`src/rtl/dqs_pkg.sv`:
```
// shared widths, operation and status codes for the deque with value search
package dqs_pkg;

  localparam int unsigned OP_W     = 3;
  localparam int unsigned VALUE_W  = 32;
  localparam int unsigned STATUS_W = 2;
  localparam int unsigned POS_W    = 6;
  localparam int unsigned COUNT_W  = 7;

  typedef enum logic [OP_W-1:0] {
    OP_APPEND    = 3'd0,
    OP_POP_FRONT = 3'd1,
    OP_POP_BACK  = 3'd2,
    OP_FIND      = 3'd3,
    OP_CLEAR     = 3'd4
  } op_e;

  typedef enum logic [STATUS_W-1:0] {
    STAT_OK      = 2'd0,
    STAT_EMPTY   = 2'd1,
    STAT_FULL    = 2'd2,
    STAT_MISSING = 2'd3
  } status_e;

endpackage

```
`src/rtl/dqs_if.sv`:
```
// request and response channel interfaces of the deque with value search
interface dqs_req_if;
  import dqs_pkg::*;

  logic               valid;
  logic               ready;
  logic [OP_W-1:0]    operation;
  logic signed [VALUE_W-1:0] value;

  modport source (output valid, output operation, output value, input ready);
  modport sink   (input valid, input operation, input value, output ready);
endinterface

interface dqs_rsp_if;
  import dqs_pkg::*;

  logic                valid;
  logic                ready;
  logic [STATUS_W-1:0] status;
  logic [POS_W-1:0]    position;
  logic [COUNT_W-1:0]  count;

  modport source (output valid, output status, output position, output count, input ready);
  modport sink   (input valid, input status, input position, input count, output ready);
endinterface

```
`src/rtl/deque_with_value_search_core.sv`:
```
// deque of signed 32-bit values in a ring buffer ram, with a front-to-back value search
//
//   channel  dir  handshake      payload
//   req_i    in   valid/ready    operation[2:0], value[31:0] signed
//   rsp_o    out  valid/ready    status[1:0], position[5:0], count[6:0]
//
// append, removes, clear and unused codes: the result register loads as the transaction is taken
// find: the first ram read is issued as the transaction is taken, then one stored entry
//   per cycle is compared from the front until a match or the last held entry
// the single-port-read ram sets the find rate; one item is in work at a time
// reset clears state, head, count and the result valid flag only; ram contents stay undefined until written
// a stalled result holds the block's input; a new transaction is taken as the result leaves
module deque_with_value_search_core #(
  parameter int unsigned DEPTH = 64
) (
  input  logic       clk_i,
  input  logic       rst_ni,
  dqs_req_if.sink    req_i,
  dqs_rsp_if.source  rsp_o
);
  import dqs_pkg::*;

  localparam int unsigned AW = $clog2(DEPTH);
  localparam int unsigned CW = $clog2(DEPTH + 1);
  localparam int unsigned XW = (CW > COUNT_W) ? CW : COUNT_W;
  localparam int unsigned PW = (AW > POS_W) ? AW : POS_W;

  typedef enum logic [1:0] {
    ST_IDLE = 2'b01,
    ST_SCAN = 2'b10
  } state_e;

  state_e              state_q, state_d;
  logic [AW-1:0]       head_q, head_d;
  logic [CW-1:0]       count_q, count_d;
  logic [VALUE_W-1:0]  key_q, key_d;
  logic [AW-1:0]       idx_q, idx_d;
  logic [AW-1:0]       addr_q, addr_d;
  logic                rsp_valid_q, rsp_valid_d;
  status_e             rsp_status_q, rsp_status_d;
  logic [POS_W-1:0]    rsp_pos_q, rsp_pos_d;
  logic [COUNT_W-1:0]  rsp_count_q, rsp_count_d;

  logic                ram_we, ram_re;
  logic [AW-1:0]       ram_waddr, ram_raddr;
  logic [VALUE_W-1:0]  ram_rdata;
  logic                accept, rsp_load, is_full, is_empty;
  logic [AW-1:0]       next_addr;

  // ring index add, both operands below DEPTH
  function automatic logic [AW-1:0] wrap_add(logic [AW-1:0] a, logic [AW-1:0] b);
    logic [AW:0] sum;
    sum = {1'b0, a} + {1'b0, b};
    if (sum >= (AW+1)'(DEPTH)) begin
      sum = sum - (AW+1)'(DEPTH);
    end
    return sum[AW-1:0];
  endfunction

  function automatic logic [COUNT_W-1:0] to_count(logic [CW-1:0] c);
    logic [XW-1:0] x;
    x = XW'(c);
    return x[COUNT_W-1:0];
  endfunction

  function automatic logic [POS_W-1:0] to_pos(logic [AW-1:0] p);
    logic [PW-1:0] x;
    x = PW'(p);
    return x[POS_W-1:0];
  endfunction

  dqs_ram #(
    .WIDTH (VALUE_W),
    .DEPTH (DEPTH)
  ) u_ram (
    .clk_i   (clk_i),
    .we_i    (ram_we),
    .waddr_i (ram_waddr),
    .wdata_i (req_i.value),
    .re_i    (ram_re),
    .raddr_i (ram_raddr),
    .rdata_o (ram_rdata)
  );

  assign req_i.ready    = (state_q == ST_IDLE) && (!rsp_valid_q || rsp_o.ready);
  assign accept         = req_i.valid && req_i.ready;
  assign is_full        = (count_q == CW'(DEPTH));
  assign is_empty       = (count_q == '0);
  assign next_addr      = wrap_add(addr_q, AW'(1));

  assign rsp_o.valid    = rsp_valid_q;
  assign rsp_o.status   = rsp_status_q;
  assign rsp_o.position = rsp_pos_q;
  assign rsp_o.count    = rsp_count_q;

  always_comb begin
    state_d      = state_q;
    head_d       = head_q;
    count_d      = count_q;
    key_d        = key_q;
    idx_d        = idx_q;
    addr_d       = addr_q;
    rsp_valid_d  = rsp_valid_q && !rsp_o.ready;
    rsp_status_d = rsp_status_q;
    rsp_pos_d    = rsp_pos_q;
    rsp_count_d  = rsp_count_q;
    rsp_load     = 1'b0;
    ram_we       = 1'b0;
    ram_waddr    = wrap_add(head_q, count_q[AW-1:0]);
    ram_re       = 1'b0;
    ram_raddr    = head_q;

    case (state_q)
      ST_IDLE: begin
        if (accept) begin
          rsp_load     = 1'b1;
          rsp_status_d = STAT_OK;
          rsp_pos_d    = '0;
          case (op_e'(req_i.operation))
            OP_APPEND: begin
              if (is_full) begin
                rsp_status_d = STAT_FULL;
              end else begin
                ram_we  = 1'b1;
                count_d = count_q + CW'(1);
              end
            end
            OP_POP_FRONT: begin
              if (is_empty) begin
                rsp_status_d = STAT_EMPTY;
              end else begin
                head_d  = wrap_add(head_q, AW'(1));
                count_d = count_q - CW'(1);
              end
            end
            OP_POP_BACK: begin
              if (is_empty) begin
                rsp_status_d = STAT_EMPTY;
              end else begin
                count_d = count_q - CW'(1);
              end
            end
            OP_FIND: begin
              if (is_empty) begin
                rsp_status_d = STAT_MISSING;
              end else begin
                // first read goes out now, compare starts next cycle
                rsp_load = 1'b0;
                ram_re   = 1'b1;
                key_d    = req_i.value;
                addr_d   = head_q;
                idx_d    = '0;
                state_d  = ST_SCAN;
              end
            end
            OP_CLEAR: begin
              head_d  = '0;
              count_d = '0;
            end
            default: begin
            end
          endcase
        end
      end
      ST_SCAN: begin
        if (ram_rdata == key_q) begin
          rsp_load     = 1'b1;
          rsp_status_d = STAT_OK;
          rsp_pos_d    = to_pos(idx_q);
          state_d      = ST_IDLE;
        end else if ((CW'(idx_q) + CW'(1)) == count_q) begin
          rsp_load     = 1'b1;
          rsp_status_d = STAT_MISSING;
          rsp_pos_d    = '0;
          state_d      = ST_IDLE;
        end else begin
          ram_re    = 1'b1;
          ram_raddr = next_addr;
          addr_d    = next_addr;
          idx_d     = idx_q + AW'(1);
        end
      end
      default: begin
        state_d = ST_IDLE;
      end
    endcase

    if (rsp_load) begin
      rsp_valid_d = 1'b1;
      rsp_count_d = to_count(count_d);
    end
  end

  always_ff @(posedge clk_i or negedge rst_ni) begin
    if (!rst_ni) begin
      state_q     <= ST_IDLE;
      head_q      <= '0;
      count_q     <= '0;
      rsp_valid_q <= 1'b0;
    end else begin
      state_q     <= state_d;
      head_q      <= head_d;
      count_q     <= count_d;
      rsp_valid_q <= rsp_valid_d;
    end
  end

  always_ff @(posedge clk_i) begin
    key_q        <= key_d;
    idx_q        <= idx_d;
    addr_q       <= addr_d;
    rsp_status_q <= rsp_status_d;
    rsp_pos_q    <= rsp_pos_d;
    rsp_count_q  <= rsp_count_d;
  end

  a_count_bound: assert property (@(posedge clk_i) disable iff (!rst_ni)
    count_q <= CW'(DEPTH))
    else $error("held count above depth");

  a_scan_no_rsp: assert property (@(posedge clk_i) disable iff (!rst_ni)
    (state_q == ST_SCAN) |-> !rsp_valid_q)
    else $error("response pending during scan");

  a_scan_in_window: assert property (@(posedge clk_i) disable iff (!rst_ni)
    (state_q == ST_SCAN) |-> (CW'(idx_q) < count_q))
    else $error("scan index outside held window");

  a_scan_keeps_store: assert property (@(posedge clk_i) disable iff (!rst_ni)
    (state_q == ST_SCAN) |=> ($stable(count_q) && $stable(head_q)))
    else $error("store changed during scan");

  a_find_starts_scan: assert property (@(posedge clk_i) disable iff (!rst_ni)
    (accept && (req_i.operation == OP_FIND) && !is_empty) |=> (state_q == ST_SCAN))
    else $error("find on non-empty store did not start a scan");

endmodule

```
`src/rtl/dqs_ram.sv`:
```
// generic single write port, single read port ram with registered read data
module dqs_ram #(
  parameter int unsigned WIDTH = 32,
  parameter int unsigned DEPTH = 64
) (
  input  logic                     clk_i,
  input  logic                     we_i,
  input  logic [$clog2(DEPTH)-1:0] waddr_i,
  input  logic [WIDTH-1:0]         wdata_i,
  input  logic                     re_i,
  input  logic [$clog2(DEPTH)-1:0] raddr_i,
  output logic [WIDTH-1:0]         rdata_o
);

  logic [WIDTH-1:0] mem_q [DEPTH];

  always_ff @(posedge clk_i) begin
    if (we_i) begin
      mem_q[waddr_i] <= wdata_i;
    end
    if (re_i) begin
      rdata_o <= mem_q[raddr_i];
    end
  end

endmodule
```
`src/flat_wrapper.sv`:
```
// flat-port wrapper written by rule: the top's interface ports become plain ports
module deque_with_value_search_core_flat import dqs_pkg::*;
#(
  parameter int unsigned DEPTH = 64
)
  (clk_i, rst_ni, req_i_valid, req_i_operation, req_i_value, req_i_ready, rsp_o_valid, rsp_o_status, rsp_o_position, rsp_o_count, rsp_o_ready);
  dqs_req_if req_i_i ();
  dqs_rsp_if rsp_o_i ();
  input  logic clk_i;
  input  logic rst_ni;
  input wire logic [$bits(req_i_i.valid)-1:0] req_i_valid;
  input wire logic [$bits(req_i_i.operation)-1:0] req_i_operation;
  input wire logic [$bits(req_i_i.value)-1:0] req_i_value;
  output wire logic [$bits(req_i_i.ready)-1:0] req_i_ready;
  output wire logic [$bits(rsp_o_i.valid)-1:0] rsp_o_valid;
  output wire logic [$bits(rsp_o_i.status)-1:0] rsp_o_status;
  output wire logic [$bits(rsp_o_i.position)-1:0] rsp_o_position;
  output wire logic [$bits(rsp_o_i.count)-1:0] rsp_o_count;
  input wire logic [$bits(rsp_o_i.ready)-1:0] rsp_o_ready;
  assign req_i_i.valid = req_i_valid;
  assign req_i_i.operation = req_i_operation;
  assign req_i_i.value = req_i_value;
  assign req_i_ready = req_i_i.ready;
  assign rsp_o_valid = rsp_o_i.valid;
  assign rsp_o_status = rsp_o_i.status;
  assign rsp_o_position = rsp_o_i.position;
  assign rsp_o_count = rsp_o_i.count;
  assign rsp_o_i.ready = rsp_o_ready;
  deque_with_value_search_core #(.DEPTH(DEPTH)) u_core (.clk_i(clk_i), .rst_ni(rst_ni), .req_i(req_i_i), .rsp_o(rsp_o_i));
endmodule
```
`config.mk`:
```
export PLATFORM = sky130hd
export DESIGN_NAME = deque_with_value_search_core_flat
export DESIGN_NICKNAME = d
export VERILOG_FILES = /design/src/rtl/dqs_pkg.sv /design/src/rtl/dqs_if.sv /design/src/rtl/deque_with_value_search_core.sv /design/src/rtl/dqs_ram.sv /design/src/flat_wrapper.sv
export SDC_FILE = /design/constraint.sdc
export NUM_CORES = 2
export LEC_CHECK = 0
export BUFFER_PORTS_ARGS = -buffer_cell sky130_fd_sc_hd__buf_4
export CORE_MARGIN = 4
export CORE_UTILIZATION = 45
export DETAILED_ROUTE_END_ITERATION = 16
export MAX_ROUTING_LAYER = met4
export PLACE_DENSITY = 0.65
export SLEW_MARGIN = 0
export SYNTH_ARGS = -nofsm -noshare
export SYNTH_HDL_FRONTEND = slang
export SYNTH_SLANG_ARGS = --single-unit
```
`constraint.sdc`:
```
create_clock -name clk_i -period 3.5 [get_ports clk_i]
set_input_delay 0.175 -clock clk_i [delete_from_list [all_inputs] [get_ports clk_i]]
set_output_delay 0.175 -clock clk_i [all_outputs]
set_load 0.01 [all_outputs]
```
======== Yosys cells after proc, flatten, opt, wreduce, memory -nomap -nowiden ========
Memory sizes are Yosys's and may differ from the RTL's. A register that Yosys moved wholly into a read port is not among the register bits.
Cells that the tools add are included.
storage, ports and cells
  register bits after elaboration ......... 75
  memory bits (writable) .................. 2048
  output and inout port bits .............. 17
  memories kept ........................... 1
memories
  name                words  width  read ports  clocked after Yosys merged registers in  wr ports  line           text
  u_core.u_ram.mem_q  64     32     1           1                                        1         dqs_ram.sv:15  logic [WIDTH-1:0] mem_q [DEPTH];
operators by class
  add/sub/neg operators ................... 10
  order comparisons ....................... 3
  equal/unequal tests ..................... 16
  muxes and demuxes ....................... 62
  bitwise gates (word level) .............. 1
  reduce and logical (&&, ||, !) cells .... 16
operators with widths
  kind                                                                 number
  6-bit 2-to-1 mux                                                     20
  6-bit case mux with 2 select lines                                   4
  32-bit == test                                                       1
  7-bit 2-to-1 mux                                                     4
  6-bit by 1-bit adder with 7-bit output (second input constant)       3
  7-bit greater-or-equal comparator (second input constant)            3
  7-bit case mux with 3 select lines                                   1
  2-bit 2-to-1 mux                                                     10
  1-bit 2-to-1 mux                                                     18
  6-bit by 1-bit subtractor with 6-bit output (second input constant)  3
  4-bit AND reduction                                                  3
  2-bit inequality test (second input constant)                        5
  2-bit case mux with 2 select lines                                   2
  6-bit by 6-bit adder with 7-bit output                               1
  7-bit by 1-bit adder with 7-bit output (second input constant)       1
  7-bit == test                                                        1
  7-bit == test (second input constant)                                1
  7-bit zero test                                                      1
  7-bit by 1-bit subtractor with 7-bit output (second input constant)  1
  6-bit by 1-bit adder with 6-bit output (second input constant)       1
  3-bit by 2-bit == test with 1-bit output (second input constant)     2
  2-bit case mux with 3 select lines                                   1
  6-bit AND reduction                                                  1
  1-bit case mux with 2 select lines                                   2
  14 further kinds                                                     18

======== Depth between registers and ports, before layout ========
  word-level depth ........................ 8
  mapped depth ............................ 16
  mapped depth without buffers ............ 12

======== By module ========
From an unflattened synthesis, not the netlist that was laid out.
second synthesis, totals
  cell total of the unflattened synthesis .. 3678
  area, all modules ....................... 82942.0 µm²
by module, submodules not included
  module                        instances  cells an instance  area each (µm²)  seq. area each (µm²)
  dqs_ram                       1          3324               78835.6          62459.9
  deque_with_value_search_core  1          354                4106.4           2173.3

======== Worst setup path before layout ========
Ideal clock, no wire load.
  path type ............................... reg-to-reg
  from .................................... reg u_core.idx_q[0]
  to ...................................... reg u_core.u_ram.rdata_o[0] (read register of u_core.u_ram.mem_q), enable pin
  library setup time ...................... 0.432 ns
  arrival ................................. 3.408 ns
  required time ........................... 3.068 ns
  slack ................................... -0.340 ns
  cell stages (with the launch flop) ...... 10
  period minus slack after synthesis ...... 3.840 ns
  path through ............................ edfxtp_1 > ha_1 > xnor3_1 > nand3_1 > nor4_2 > nand3_2 > nand2_1 > buf_2 > buf_2 > a21oi_1
between the ends
  word-level cells in the longest chain between the ends .. 5
ends and longest elaborated chain
  element                                 line                                 text
  start, declared                         deque_with_value_search_core.sv:37   logic [AW-1:0] idx_q, idx_d;
  start signal, assigned                  deque_with_value_search_core.sv:210  idx_q <= idx_d;
  6-bit by 1-bit adder with 7-bit output  deque_with_value_search_core.sv:171  end else if ((CW'(idx_q) + CW'(1)) == count_q) begin
  7-bit == test                           deque_with_value_search_core.sv:171
  1-bit 2-to-1 mux                        deque_with_value_search_core.sv:171
  1-bit 2-to-1 mux                        deque_with_value_search_core.sv:166  if (ram_rdata == key_q) begin
  1-bit case mux with 2 select lines      deque_with_value_search_core.sv:113  case (state_q)
  net u_core.ram_re                       deque_with_value_search_core.sv:44   logic ram_we, ram_re;
  end, declared                           dqs_ram.sv:12                        output logic [WIDTH-1:0] rdata_o
The timed path passes the listed nets, and every way through them passes these cells.
A chain may end at the register's enable or synchronous reset.

======== Worst setup path in the final report ========
  from .................................... reg u_core.key_q[6]
  to ...................................... reg u_core.u_ram.rdata_o[25] (read register of u_core.u_ram.mem_q) (data pin)
between the ends
  word-level cells in the longest chain between the ends .. 3
ends and longest elaborated chain
  element                                                                        line                                 text
  start, declared                                                                deque_with_value_search_core.sv:36   logic [VALUE_W-1:0] key_q, key_d;
  start signal, assigned                                                         deque_with_value_search_core.sv:209  key_q <= key_d;
  32-bit == test (*)                                                             deque_with_value_search_core.sv:166
  1-bit 2-to-1 mux / 6-bit 2-to-1 mux (equally long branches)                    deque_with_value_search_core.sv:166
  1-bit case mux with 2 select lines / 6-bit 2-to-1 mux (equally long branches)  deque_with_value_search_core.sv:113
Every way passes the cells marked *; elsewhere a longest branch is shown, timed or not.

==> summary.txt <==
Logic synthesis
  – Post-synth net total: 6,356
  – Asr flop ratio synth: 0.00742
  – Synth Instances: 6,304
  – Syn Area/Cell: 13.7 sq um
  – Post-Syn Area: 0.0866 sq mm
  – Sequential share of the synthesized area: 0.747
  – Synth Register Bits: 2,155
  – Yosys cell types: 70
  – YS warnings: 0
  – Post-synth EDFFs: 2,139
  – Synth Flop Type: edfxtp_1

Clock network
  – CTS tree: done
  – Clock sink count: 2,155
  – H-tree depth: 4
  – Total CTS buffers: 206
  – CTS root buf: clkbuf_16
  – Reg clk slew, reported paths: 60 ps
  – Worst-Skew Late Latency: 850 ps
  – Clk buf depth: 3

Place
  – Port Buffers: 55
  – Routability cong.: 0.911
  – Placed cells: 9,099
  – Setup Slack @ Placement: -1290 ps
  – Area after DPL: 0.0964 sq mm
  – Post-DP HPWL: 157,000 um

Drt
  – Vias: 60.3k
  – WL final: 273,000 um
  – Vias/cell: 6.20
  – 1st-iter DRT viols: 8,331
  – ANT nets after route: 0
  – Routed len/inst: 28.1 um
  – Drt pass-1 iters: 8
  – Drc violations: 0

Timing
  – Final Max Slew Viols: 0
  – Final hold vios: 0
  – Final WS setup: -663 ps
  – Endpoints failing setup: 32
  – Unrepaired setup endpoints after global routing: yes
  – Maximum clock frequency: 240 MHz
  – Tcrit/Tclk final: 1.19
  – Hold WS: 223 ps
  – Rel. slew slack: 0.395
  – Worst-Margin Slew: 908 ps
  – Clock skew: 27.2 ps
  – Final Critical Period: 4160 ps

Final layout
  – Layout Cells excl Fill: 9,724
  – Layout net count: 7,087
  – Post-route cell area: 0.109 sq mm
  – Number of fill cells: 14.4k
  – Share of post-route cells with drive strength above 1: 0.234
  – Synthesis-to-finish area growth: 25.6%

Floorplan
  – Initial Util: 0.454
  – Cell Rows: 160
  – Die height: 447 um
  – Core area: 0.191 sq mm
  – IO Count: 56
  – Die Wd: 447 um
  – Die ar.: 0.199 sq mm

Setup path
  – Crit path cell chain: xor2_2 -> nor4_2 -> nand2_1 -> buf_4 -> o31ai_4 -> buf_12 -> buf_4 -> o21ai_4 -> nand2_8 -> buf_12 -> buf_8 -> buf_12 -> buf_4 -> a211oi_1 -> a311oi_2 -> a31oi_2 -> a221oi_4
  – Critical Path End Type: flop
  – CP Class: flop to flop
  – CP top delay family: compound AO/OA/AOI/OAI gates
  – Arr. time, crit path: 4730 ps
  – Startpoint Class: flop
  – Critical path's slowest cell: a221oi_4
  – WP buf/inv: 7
  – Worst Path Max Fanout: 13
  – CP required: 4070 ps
  – CP peak stage delay: 550 ps

Power and ir drop
  – Worst vdd ir: 0.447 mV
  – P_leak: 36.7 nW
  – Total power density per cell area: 750 mW/mm^2

Outcome
  – Status: complete, but fails checks
  – Failing checks: negative setup slack

Global route
  – Global-route wire length before repair: 388,000 um
  – Grt ovf: 0
  – Vias in the first global route: 56.7k
  – Global router's overall resource usage: 0.271
  – Largest net degree at the start of global routing: 93
  – Initial antenna violation count: 5

Hold path
  – Min-delay worst type: input port to flop

Flow run
  – Max-cap violations: 0
==> report_power, final <==
part | leakage, nW | switching, mW | internal, mW
clock network | 3.31 | 9.72 | 12.7
logic | 13.9 | 17.4 | 12.5
registers | 19.4 | 0.160 | 28.9
total | 36.7 | 27.3 | 54.2
==> worst register-to-register path, stage by stage, from the launching register on <==
cell and delay, ps:
edfxtp_1 430, xor2_2 250, nor4_2 390, nand2_1 240, buf_4 210, o31ai_4 280
buf_12 160, buf_4 120, o21ai_4 90, nand2_8 160, buf_12 140, buf_8 140
buf_12 140, buf_4 120, a211oi_1 70, a311oi_2 290, a31oi_2 100, a221oi_4 550
==> area by class of cell <==
cell class              count  area (sq um)  share of cell area
inverters                  15          56.3            0.000518
well taps                2511          3140              0.0289
multi-input cells        3650         22000               0.202
diodes                      5          12.5            0.000115
repair buffers           1007         12100               0.111
clock inverters           141          1400              0.0129
flip-flops and latches   2155         64600               0.595
clock buffers             240          5350              0.0492
==> cell usage in the layout (no fill, tap or decap), types with 28 or more instances in the layout <==
cell              n
edfxtp_1       2139
nand2_1        1085
nand3_1         886
buf_4           580
o21ai_0         335
clkbuf_16       227
buf_12          215
a31oi_1         195
nand4_1         108
and3_1          107
a211oi_1         92
buf_6            75
nor2_4           66
a311o_1          56
nand3_2          52
a32oi_1          49
clkinv_1         49
nand2_2          46
clkinv_2         43
dlygate4sd3_1    42
xor2_1           38
nor2_1           37
buf_8            36
buf_16           32
a32o_2           31
clkbuf_1         31
a21oi_1          30
a311oi_1         30
a221oi_2         28
==> state kept, by name, indices dropped and copies added (netlist names) <==
signal / flops
u_core.head_q: 6
u_core.rsp_o.position: 6
u_core.u_ram.rdata_o: 32
u_core.state_q: 2
u_core.rsp_o.valid: 1
u_core.rsp_o.status: 2
u_core.count_q: 7
u_core.idx_q: 6
u_core.u_ram.mem_q: 2048
u_core.key_q: 32
u_core.addr_q: 6
u_core.rsp_o.count: 7
==> synthesized netlist by cell type (14+ instances only) <==
library cell / n / area (sq um)
a311o_1: 56 / 561
nand3_1: 944 / 4720
a221oi_2: 28 / 420
nand2_1: 1153 / 4330
buf_2: 155 / 776
clkbuf_1: 256 / 961
a31oi_1: 217 / 1360
and3_1: 110 / 688
nor3_1: 14 / 70.1
inv_1: 15 / 56.3
a32o_1: 34 / 340
mux2i_1: 23 / 230
a311oi_1: 37 / 324
o2111ai_1: 23 / 201
xnor2_1: 19 / 166
xor2_1: 46 / 403
a21oi_1: 34 / 170
dfrtp_1: 15 / 375
o21ai_0: 359 / 1800
a211oi_1: 104 / 781
a32oi_1: 65 / 569
buf_1: 45 / 169
buf_4: 22 / 165
edfxtp_1: 2139 / 64200
mux2_2: 27 / 304
nand4_1: 108 / 676
nor2_1: 101 / 379
==> path summary, 6_finish.rpt <==
path | end | depth (start not counted) | from | slack [ps]
worst max register to register | u_core.u_ram.rdata_o[25] | 17 | u_core.key_q[6] | -660
worst max-delay path | u_core.u_ram.rdata_o[25] | 17 | u_core.key_q[6] | -660
worst min register to register | u_core.state_q[0] | 2 | u_core.state_q[0] | 520
min in group asynchronous | u_core.count_q[5] | 3 | rst_ni | 490
max in group asynchronous | u_core.state_q[1] | 3 | rst_ni | 2500
worst min-delay path | u_core.head_q[1] | 3 | req_i_operation[0] | 220
==> repair_timing <==
| action | 4_1_cts | 5_1_grt |
|---|---|---|
| setup buffers | 79 | 86 |
| endpoints found under the hold margin | 2123 | 0 |
| setup endpoints to repair | 53 | 243 |
| gates cloned | 34 | 19 |
| pin swaps | 139 | 203 |
| hold buffers | 42 | 0 |
| gates resized for setup | 303 | 268 |
==> logic make-up after synthesis <==
family | synth area share
xor gates and xnor gates | 0.00684
adders and majority gates | 0.00197
and+or+nand+nor | 0.129
muxes | 0.00617
AOI/OAI and AO/OA | 0.0835
buffers and inverters | 0.0254
DFF | 0.747
==> per-layer routing <==
metal  track usage  part of all wire  vias up
met5             -                 0        -
met4        0.0917             0.037        0
met3        0.0455              0.11      636
met2         0.425              0.48     3755
met1         0.364              0.38    30154
li1              -                 -    25752
==> stage by stage <==
step | power, mW | setup TNS, ps | util
after CTS | 79.2 | -18710 | 0.559
final | 81.5 | -15860 | 0.570
after detailed placement | 53.2 | -20160 | 0.505
after floorplan | 41.9 | -476510 | -
after global placement | 52.8 | -20790 | 0.505
after global routing | 84.3 | -20890 | 0.570
(Power assumes the default switching activity.)
